### src/hdl/asbox_pkg.sv
// Shared types and constants for the computed AES forward S-box.
// Holds the sequencer state type, the field constants and the affine transform.
// No dependencies.
`default_nettype none

package asbox_pkg;

  typedef enum logic [1:0] {
    ST_IDLE,
    ST_SQR,
    ST_MUL,
    ST_FINISH
  } state_t;

  localparam logic [7:0] FIELD_POLY_LOW = 8'h1b;
  localparam logic [7:0] AFFINE_CONST   = 8'h63;
  localparam logic [7:0] GF_ONE         = 8'h01;

  // Exponent 254 is the sum of 2^1 .. 2^7, so seven square-then-multiply rounds.
  localparam int unsigned ROUNDS = 7;
  localparam logic [2:0]  LAST_ROUND = 3'(ROUNDS - 1);

  function automatic logic [7:0] rotl8(input logic [7:0] x, input int unsigned k);
    rotl8 = (x << k) | (x >> (8 - k));
  endfunction

  function automatic logic [7:0] affine_fwd(input logic [7:0] x);
    affine_fwd = x ^ rotl8(x, 1) ^ rotl8(x, 2) ^ rotl8(x, 3) ^ rotl8(x, 4)
                 ^ AFFINE_CONST;
  endfunction

  typedef struct packed {
    logic [7:0] op_a;
    logic [7:0] op_b;
  } mul_req_t;

endpackage

`default_nettype wire

### src/hdl/asbox_gfmul.sv
// GF(2^8) multiplier modulo x^8+x^4+x^3+x+1, shared by every step of the sequencer.
// Depends on asbox_pkg for the operand struct and the reduction constant.
`default_nettype none

module asbox_gfmul (
  input  wire asbox_pkg::mul_req_t req,
  output logic [7:0]               product
);

  always_comb begin
    logic [7:0] a;
    logic [7:0] p;
    a = req.op_a;
    p = 8'h00;
    // Shift-and-add with reduction folded into every doubling of the multiplicand.
    for (int i = 0; i < 8; i++) begin
      if (req.op_b[i]) begin
        p = p ^ a;
      end
      a = a[7] ? ((a << 1) ^ asbox_pkg::FIELD_POLY_LOW) : (a << 1);
    end
    product = p;
  end

endmodule

`default_nettype wire

### src/hdl/aes_forward_sbox_compute.sv
// Top level of the computed AES forward S-box: sequencer, operand registers, output register.
// Depends on asbox_pkg and asbox_gfmul.
//
//   channel | direction | tdata fields (low bit up) | handshake
//   s_axis  | in        | in_byte[7:0]              | tvalid/tready
//   m_axis  | out       | sub_byte[7:0]             | tvalid/tready
//
// The inverse is formed as x^254 with one GF(2^8) multiplier, squaring and multiplying
// in turn for seven rounds. The finish state loads the affine result into the output
// register once that register is free, and the sequencer then returns to idle.
// A new item is taken only when the sequencer is idle; the finished value waits in the
// output register while the next item is already at work.
// Reset (rst, synchronous) empties the sequencer and the output register.
`default_nettype none

module aes_forward_sbox_compute (
  input  wire        clk,
  input  wire        rst,
  input  wire        s_axis_tvalid,
  output logic       s_axis_tready,
  input  wire  [7:0] s_axis_tdata,   // in_byte[7:0]
  output logic       m_axis_tvalid,
  input  wire        m_axis_tready,
  output logic [7:0] m_axis_tdata    // sub_byte[7:0]
);

  asbox_pkg::state_t   state, state_next;
  logic [2:0]          round;
  logic [7:0]          sq;
  logic [7:0]          acc;
  asbox_pkg::mul_req_t req;
  logic [7:0]          product;
  logic                out_free;
  logic                load_out;

  asbox_gfmul u_mul (
    .req     (req),
    .product (product)
  );

  assign out_free = !m_axis_tvalid || m_axis_tready;

  always_comb begin
    state_next = state;
    case (state)
      asbox_pkg::ST_IDLE: begin
        if (s_axis_tvalid) begin
          state_next = asbox_pkg::ST_SQR;
        end
      end
      asbox_pkg::ST_SQR: begin
        state_next = asbox_pkg::ST_MUL;
      end
      asbox_pkg::ST_MUL: begin
        state_next = (round == asbox_pkg::LAST_ROUND) ? asbox_pkg::ST_FINISH
                                                     : asbox_pkg::ST_SQR;
      end
      asbox_pkg::ST_FINISH: begin
        if (out_free) begin
          state_next = asbox_pkg::ST_IDLE;
        end
      end
      default: begin
        state_next = asbox_pkg::ST_IDLE;
      end
    endcase
  end

  always_comb begin
    s_axis_tready = 1'b0;
    load_out      = 1'b0;
    req.op_a      = sq;
    req.op_b      = sq;
    case (state)
      asbox_pkg::ST_IDLE: begin
        s_axis_tready = 1'b1;
      end
      asbox_pkg::ST_SQR: begin
        req.op_a = sq;
        req.op_b = sq;
      end
      asbox_pkg::ST_MUL: begin
        req.op_a = acc;
        req.op_b = sq;
      end
      asbox_pkg::ST_FINISH: begin
        load_out = out_free;
      end
      default: begin
        s_axis_tready = 1'b0;
      end
    endcase
  end

  always_ff @(posedge clk) begin
    if (rst) begin
      state         <= asbox_pkg::ST_IDLE;
      round         <= 3'd0;
      m_axis_tvalid <= 1'b0;
    end else begin
      state <= state_next;
      if (state == asbox_pkg::ST_IDLE) begin
        round <= 3'd0;
      end else if (state == asbox_pkg::ST_MUL) begin
        round <= round + 3'd1;
      end
      if (load_out) begin
        m_axis_tvalid <= 1'b1;
      end else if (m_axis_tready) begin
        m_axis_tvalid <= 1'b0;
      end
    end
  end

  always_ff @(posedge clk) begin
    if (s_axis_tvalid && s_axis_tready) begin
      sq  <= s_axis_tdata;
      acc <= asbox_pkg::GF_ONE;
    end else if (state == asbox_pkg::ST_SQR) begin
      sq <= product;
    end else if (state == asbox_pkg::ST_MUL) begin
      acc <= product;
    end
    if (load_out) begin
      m_axis_tdata <= asbox_pkg::affine_fwd(acc);
    end
  end

endmodule

`default_nettype wire
### config.mk
export PLATFORM = sky130hd
export DESIGN_NAME = aes_forward_sbox_compute
export DESIGN_NICKNAME = d
export VERILOG_FILES = /design/src/hdl/asbox_pkg.sv /design/src/hdl/asbox_gfmul.sv /design/src/hdl/aes_forward_sbox_compute.sv
export SDC_FILE = /design/constraint.sdc
export NUM_CORES = 1
export LEC_CHECK = 0
export BUFFER_PORTS_ARGS = -buffer_cell sky130_fd_sc_hd__buf_2
export CAP_MARGIN = 20
export CELL_PAD_IN_SITES_DETAIL_PLACEMENT = 1
export CELL_PAD_IN_SITES_GLOBAL_PLACEMENT = 1
export CORE_MARGIN = 8
export CORE_UTILIZATION = 43
export CTS_CLUSTER_SIZE = 28
export DETAILED_ROUTE_END_ITERATION = 8
export PLACE_DENSITY = 0.82
export SYNTH_ARGS = -nofsm -noshare
export SYNTH_HDL_FRONTEND = slang
export SYNTH_SLANG_ARGS = --single-unit
export TNS_END_PERCENT = 10
### constraint.sdc
create_clock -name clk -period 2.3 [get_ports clk]
set_input_delay 0.46 -clock clk [delete_from_list [all_inputs] [get_ports clk]]
set_output_delay 0.46 -clock clk [all_outputs]
set_load 0.01 [all_outputs]
* Word-level counts from Yosys, hierarchy flattened
Index checks and enable logic that the tools add are counted.
Operators by class: mux-type cells 26, divide/modulo/power cells 0, reduce and logical (&&, ||, !) cells 9, order comparisons 0, add/sub/neg operators 1, shift-type cells 0, bitwise logic cells 24, $mul 0, eq/ne operators 6
Operators with widths (count):
- $xor 8x8->8 | 11
- $mux 8 | 10
- $mux 5 | 7
- $not 4->4 | 8
- $mux 16 | 1
- $or 8x1->8 | 1
- $or 8x2->8 | 1
- $or 8x3->8 | 1
- $or 8x4->8 | 1
- $pmux 2 s4 | 1
- $mux 2 | 3
- $eq 2x2->1 const B | 2
- $mux 1 | 4
- $ne 2x2->1 const B | 2
- $reduce_and 2->1 | 2
- $reduce_bool 2->1 | 2
- $add 3x1->3 const B | 1
- $eq 3x3->1 const B | 1
- $eq 2x1->1 const B | 1
- $logic_not 2->1 | 1
- $reduce_or 2->1 | 1
- $logic_and 1x1->1 | 1
- $logic_not 1->1 | 1
- $logic_or 1x1->1 | 1
- $not 1->1 | 1
Word-level totals: bits in latches 0, memories 0, memory bits (writable) 0, ROM bits 0, bits in registers 30

* Longest topological paths before layout
word-level depth 20, mapped depth 12, depth with buffers taken out 7

* Cells and area by module
From an unflattened synthesis, not the netlist that was laid out.
Unflattened totals: cell total of the unflattened synthesis 278, area total of the unflattened synthesis 2752.6 sq um
By module, submodules not included:
- aes_forward_sbox_compute | cells each 109, area an instance 1421.4 sq um, instances 1, sequential area each 760.7 sq um
- asbox_gfmul | cells each 169, area an instance 1331.3 sq um, instances 1, sequential area each 0.0 sq um

* Worst setup path before layout
No wires, ideal clock.
kind register to register, from register state[0], to register sq[6], data pin, path buffers 2, clock period less this slack 2430 ps, setup slack -130 ps, data required time 2029 ps, cell stages (with the launch flop) 10, data arrival time 2160 ps, cell sequence dfxtp_1 > buf_4 > nand2b_4 > buf_6 > mux2i_2 > xnor2_2 > nand2_1 > xnor3_1 > xnor3_1 > a21oi_1
Between the ends: longest elaborated chain between the ends 19, elaborated cells between the ends (all ways) 32
RTL lines:
- start, declared | line aes_forward_sbox_compute.sv:27 | asbox_pkg::state_t state, state_next;
- start signal, assigned | line aes_forward_sbox_compute.sv:97 | state <= asbox_pkg::ST_IDLE;
- start signal, assigned | line aes_forward_sbox_compute.sv:101 | state <= state_next;
- $eq 2x2->1 | line aes_forward_sbox_compute.sv:74 | case (state)
- $mux 16 | line aes_forward_sbox_compute.sv:74
- $mux 8 | line asbox_gfmul.sv:17 | if (req.op_b[i]) begin
- $xor 8x8->8 | line asbox_gfmul.sv:18 | p = p ^ a;
- $mux 8 | line asbox_gfmul.sv:17
- $xor 8x8->8 | line asbox_gfmul.sv:18
- $mux 8 | line asbox_gfmul.sv:17
- $xor 8x8->8 | line asbox_gfmul.sv:18
- (+3 left out)
- $xor 8x8->8 | line asbox_gfmul.sv:18
- $mux 8 | line asbox_gfmul.sv:17
- $xor 8x8->8 | line asbox_gfmul.sv:18
- $mux 8 | line asbox_gfmul.sv:17
- $xor 8x8->8 | line asbox_gfmul.sv:18
- $mux 8 | line asbox_gfmul.sv:17
- $mux 8 | line aes_forward_sbox_compute.sv:119 | end else if (state == asbox_pkg::ST_SQR) begin
- $mux 8 * | line aes_forward_sbox_compute.sv:116 | if (s_axis_tvalid && s_axis_tready) begin
- end signal, assigned | line aes_forward_sbox_compute.sv:117 | sq <= s_axis_tdata;
- end signal, assigned | line aes_forward_sbox_compute.sv:120 | sq <= product;
- end, declared | line aes_forward_sbox_compute.sv:29 | logic [7:0] sq;
Mark *: on every way between the ends. The rest lies on a longest branch, timed or not. The select of a mux whose other input is x is not followed. A chain may end at the register's enable or synchronous reset.

* Worst setup path after layout
from register sq[7], to register acc[3]
Between the ends: longest elaborated chain between the ends 16, elaborated cells between the ends (all ways) 26
RTL lines:
- $mux 16 * | line aes_forward_sbox_compute.sv:74
- $mux 5 | line asbox_gfmul.sv:20 | a = a[7] ? ((a << 1) ^ asbox_pkg::FIELD_POLY_LOW) : (a << 1);
- $xor 8x8->8 | line asbox_gfmul.sv:18
- $mux 8 | line asbox_gfmul.sv:17
- $xor 8x8->8 | line asbox_gfmul.sv:18
- $mux 8 | line asbox_gfmul.sv:17
- $xor 8x8->8 | line asbox_gfmul.sv:18
- $mux 8 | line asbox_gfmul.sv:17
- $xor 8x8->8 | line asbox_gfmul.sv:18
- $mux 8 | line asbox_gfmul.sv:17
- $xor 8x8->8 | line asbox_gfmul.sv:18
- $mux 8 | line asbox_gfmul.sv:17
- $xor 8x8->8 | line asbox_gfmul.sv:18
- $mux 8 | line asbox_gfmul.sv:17
- $xor 8x8->8 | line asbox_gfmul.sv:18
- $mux 8 * | line asbox_gfmul.sv:17
- end signal, assigned | line aes_forward_sbox_compute.sv:118 | acc <= asbox_pkg::GF_ONE;
- end signal, assigned | line aes_forward_sbox_compute.sv:122 | acc <= product;
- end, declared | line aes_forward_sbox_compute.sv:30 | logic [7:0] acc;
Mark *: on every way between the ends. The rest lies on a longest branch, timed or not.

==> impl_metrics.toml <==
[routing]
num_vias = 4013
drc_errors = 0
viasPerCell = 6.56
drtPass1Iterations = 5
wl_per_cell_um = 31.9
drt_iter0_drc = 368
final_antenna_net_count = 0
routed_wl_mm = 19.5

[final_layout]
num-nets-final = 520
antennaDiodeCount = 0
area_delta_synth_final_pct = 40.2
drive_above_1_share = 0.428

[critical_path]
cp_slowest_cell = "xnor3_2"
end_kind = "flop"
path_delay_family = "XOR/XNOR gates"
required_ns = 2.51
cp_max_fo = 3
r2r_cells = 10
start_kind = "flop"
cp_cell_sequence = "buf_4 -> xor2_1 -> buf_4 -> buf_4 -> nand2_1 -> o211ai_1 -> a41oi_1 -> xor2_1 -> xnor3_2 -> o21ai_1"
path_class = "flop to flop"
critPathMaxStageDelay_ns = 0.57
path_common_cell = "buf_4"
startpoint = "sq[7]"
reg2reg_to = "acc[3]"
rr_startpoint = "sq[7]"
path_buf_inv = 3
worstPathArrival_ns = 3.23
reg2reg_slack_ns = -0.73

[floorplan]
io_pins = 22
coreArea_um2 = 8050
fp.dieArea_um2 = 11300
num_rows = 33
die_x_um = 106
initial_core_util = 0.434
die_height_um = 106

[sta]
rsz0062_at_grt = "yes"
setup_viol = 16
fin_skew_ns = 0.0142
finalWorstSetupSlack_ns = -0.727
hold_viol = 0
final_max_slew_viol_count = 0
max_freq_mhz = 330
period_share = 1.32
max_slew_margin = 0.350
worst_pin_slew_ns = 0.971
tns_ns = -6.80
finalCriticalPeriod_ns = 3.03

[synth]
synth.area.top_cells = "edfxtp_1 (14%), xnor2_1 (13%), xnor3_1 (13%)"
yosys.area.top_type = "edfxtp_1"
avgSynthCellArea_um2 = 8.96
syn_inst = 390
ys_seq_elements = 30
synth_ff_type = "edfxtp_1"
synth_edf_count = 16
syn_nets = 404
yosysUniqueCellTypes = 55
async_flop_share = 0
syn-cell-area_um2 = 3490
ys_warn_count = 0
ys_seq_area_frac = 0.218
netlist.area_leader.share = 0.137

[global_route]
antenna_found_initial = 0
track_usage = 0.291
gr-total-overflow = 0
grt_start_max_net_pins = 16
grt_pass1_vias = 4055
grt_pass1_wl_mm = 24.8

[clock_tree]
cts.path.max_buffers = 2
clkSinkCount = 30
h-tree-depth = 2
tritoncts = "done"
cts_buffers = 5
clk_pin_slew_ns = 0.08
clk_latency_ns = 0.30
cts-root-buf = "clkbuf_8"
hold_buffers = 0

[place]
post-dp-hpwl_mm = 10.2
place_ws_ns = -0.528
portBuffers = 21
globalplace.congestion = 0.912

[status]
violations = "setup timing"
outcome = "finished with violations"

[worst_hold_path]
holdPathEnd = "state[0]"
hp-class = "input pin to flop"
min_delay_path_depth = 2
hold_start = "rst"

[flow_run]
drv_cap = 0
how the worst max path moves through the flow:
stage                     endpoint  slack (ns)  cells after the start
final                       acc[3]       -0.73                     10
after detailed placement     sq[6]       -0.53                      8
after global routing        acc[3]       -0.71                     10
after global placement       sq[6]       -0.24                      8
after floorplan              sq[5]       -0.03                      9
after CTS                    sq[2]       -0.27                     10
registers in the layout (all words and copies together), names as in the netlist:
signal         count
acc                8
m_axis_tdata       8
sq                 8
round              3
state              2
m_axis_tvalid      1
cell usage after synthesis, types with 3 or more instances:
master    count
a21oi_1      23
a31oi_1       3
buf_1         6
buf_2        12
buf_4         6
buf_6         5
clkbuf_1      7
dfxtp_1      14
edfxtp_1     16
inv_1         5
mux2i_1      10
mux2i_2       3
mux2i_4       3
nand2_1      59
nand2b_1      5
nand3_1       8
nor2_1       31
nor2b_1       7
o211ai_1      6
o21ai_0      10
o21ai_1       9
o22ai_1       4
or4b_1        3
xnor2_1      52
xnor3_1      20
xor2_1       21
worst reg2reg max path, stage by stage, from the launching register on:
cell and delay [ns]:
edfxtp_1 0.46, buf_4 0.18, xor2_1 0.34, buf_4 0.25, buf_4 0.13, nand2_1 0.11
o211ai_1 0.16, a41oi_1 0.21, xor2_1 0.29, xnor3_2 0.57, o21ai_1 0.23
cells by family after synthesis:
family	synth area share
compound gates	0.121
xor+xnor	0.344
mux	0.0705
flops	0.218
fa+ha+maj	0.00716
simple gates	0.174
buf+inv	0.0655
stage by stage:
step	util	instances	hold WS, ns	cell area, um2
floorplan	-	390	0.451	3540
global placement	0.535	578	0.466	4310
detailed placement	0.535	578	0.499	4310
CTS	0.583	599	0.408	4700
global route	0.608	612	0.401	4900
finish	0.608	612	0.397	4900
final cells by class:
type                       count  area, um2
clock inverter                 2       12.5
tap                          105        131
timing repair buffer         145       1100
inverter                       5       18.8
sequential                    30        773
fill                         886       3150
multi-input combinational    319       2780
clock buffer                   6       82.6
cells in the final DEF, fill, tap and decap left out, types with 3 or more instances in the layout:
master,netlist,final
a21oi_1,23,20
a21oi_2,0,3
a31oi_1,3,3
buf_12,0,3
buf_2,12,21
buf_4,6,114
buf_6,5,6
clkbuf_8,0,6
dfxtp_1,14,8
dfxtp_2,0,4
edfxtp_1,16,16
inv_1,5,5
mux2i_1,10,5
mux2i_2,3,6
mux2i_4,3,5
nand2_1,59,58
nand2b_1,5,5
nand3_1,8,8
nor2_1,31,29
nor2b_1,7,6
o211ai_1,6,6
o21ai_0,10,7
o21ai_1,9,8
o21ai_2,0,4
xnor2_1,52,40
xnor2_2,2,12
xnor3_1,20,15
xnor3_2,1,6
xor2_1,21,19
per-layer routing:
metal | part of all wire | GRT usage
met3 | 0.10 | 0.0665
met4 | 0.086 | 0.200
met5 | 0 | 0
met1 | 0.33 | 0.315
met2 | 0.48 | 0.498
what timing repair did:
item | 4_1_cts | 5_1_grt
setup buffers | 13 | 13
resized for setup | 40 | 22
pin swaps | 16 | 10
endpoints found under the setup margin | 16 | 16
Power is not shown: default switching activity piles up to over one toggle a cycle in this logic, so the estimate is an artifact.
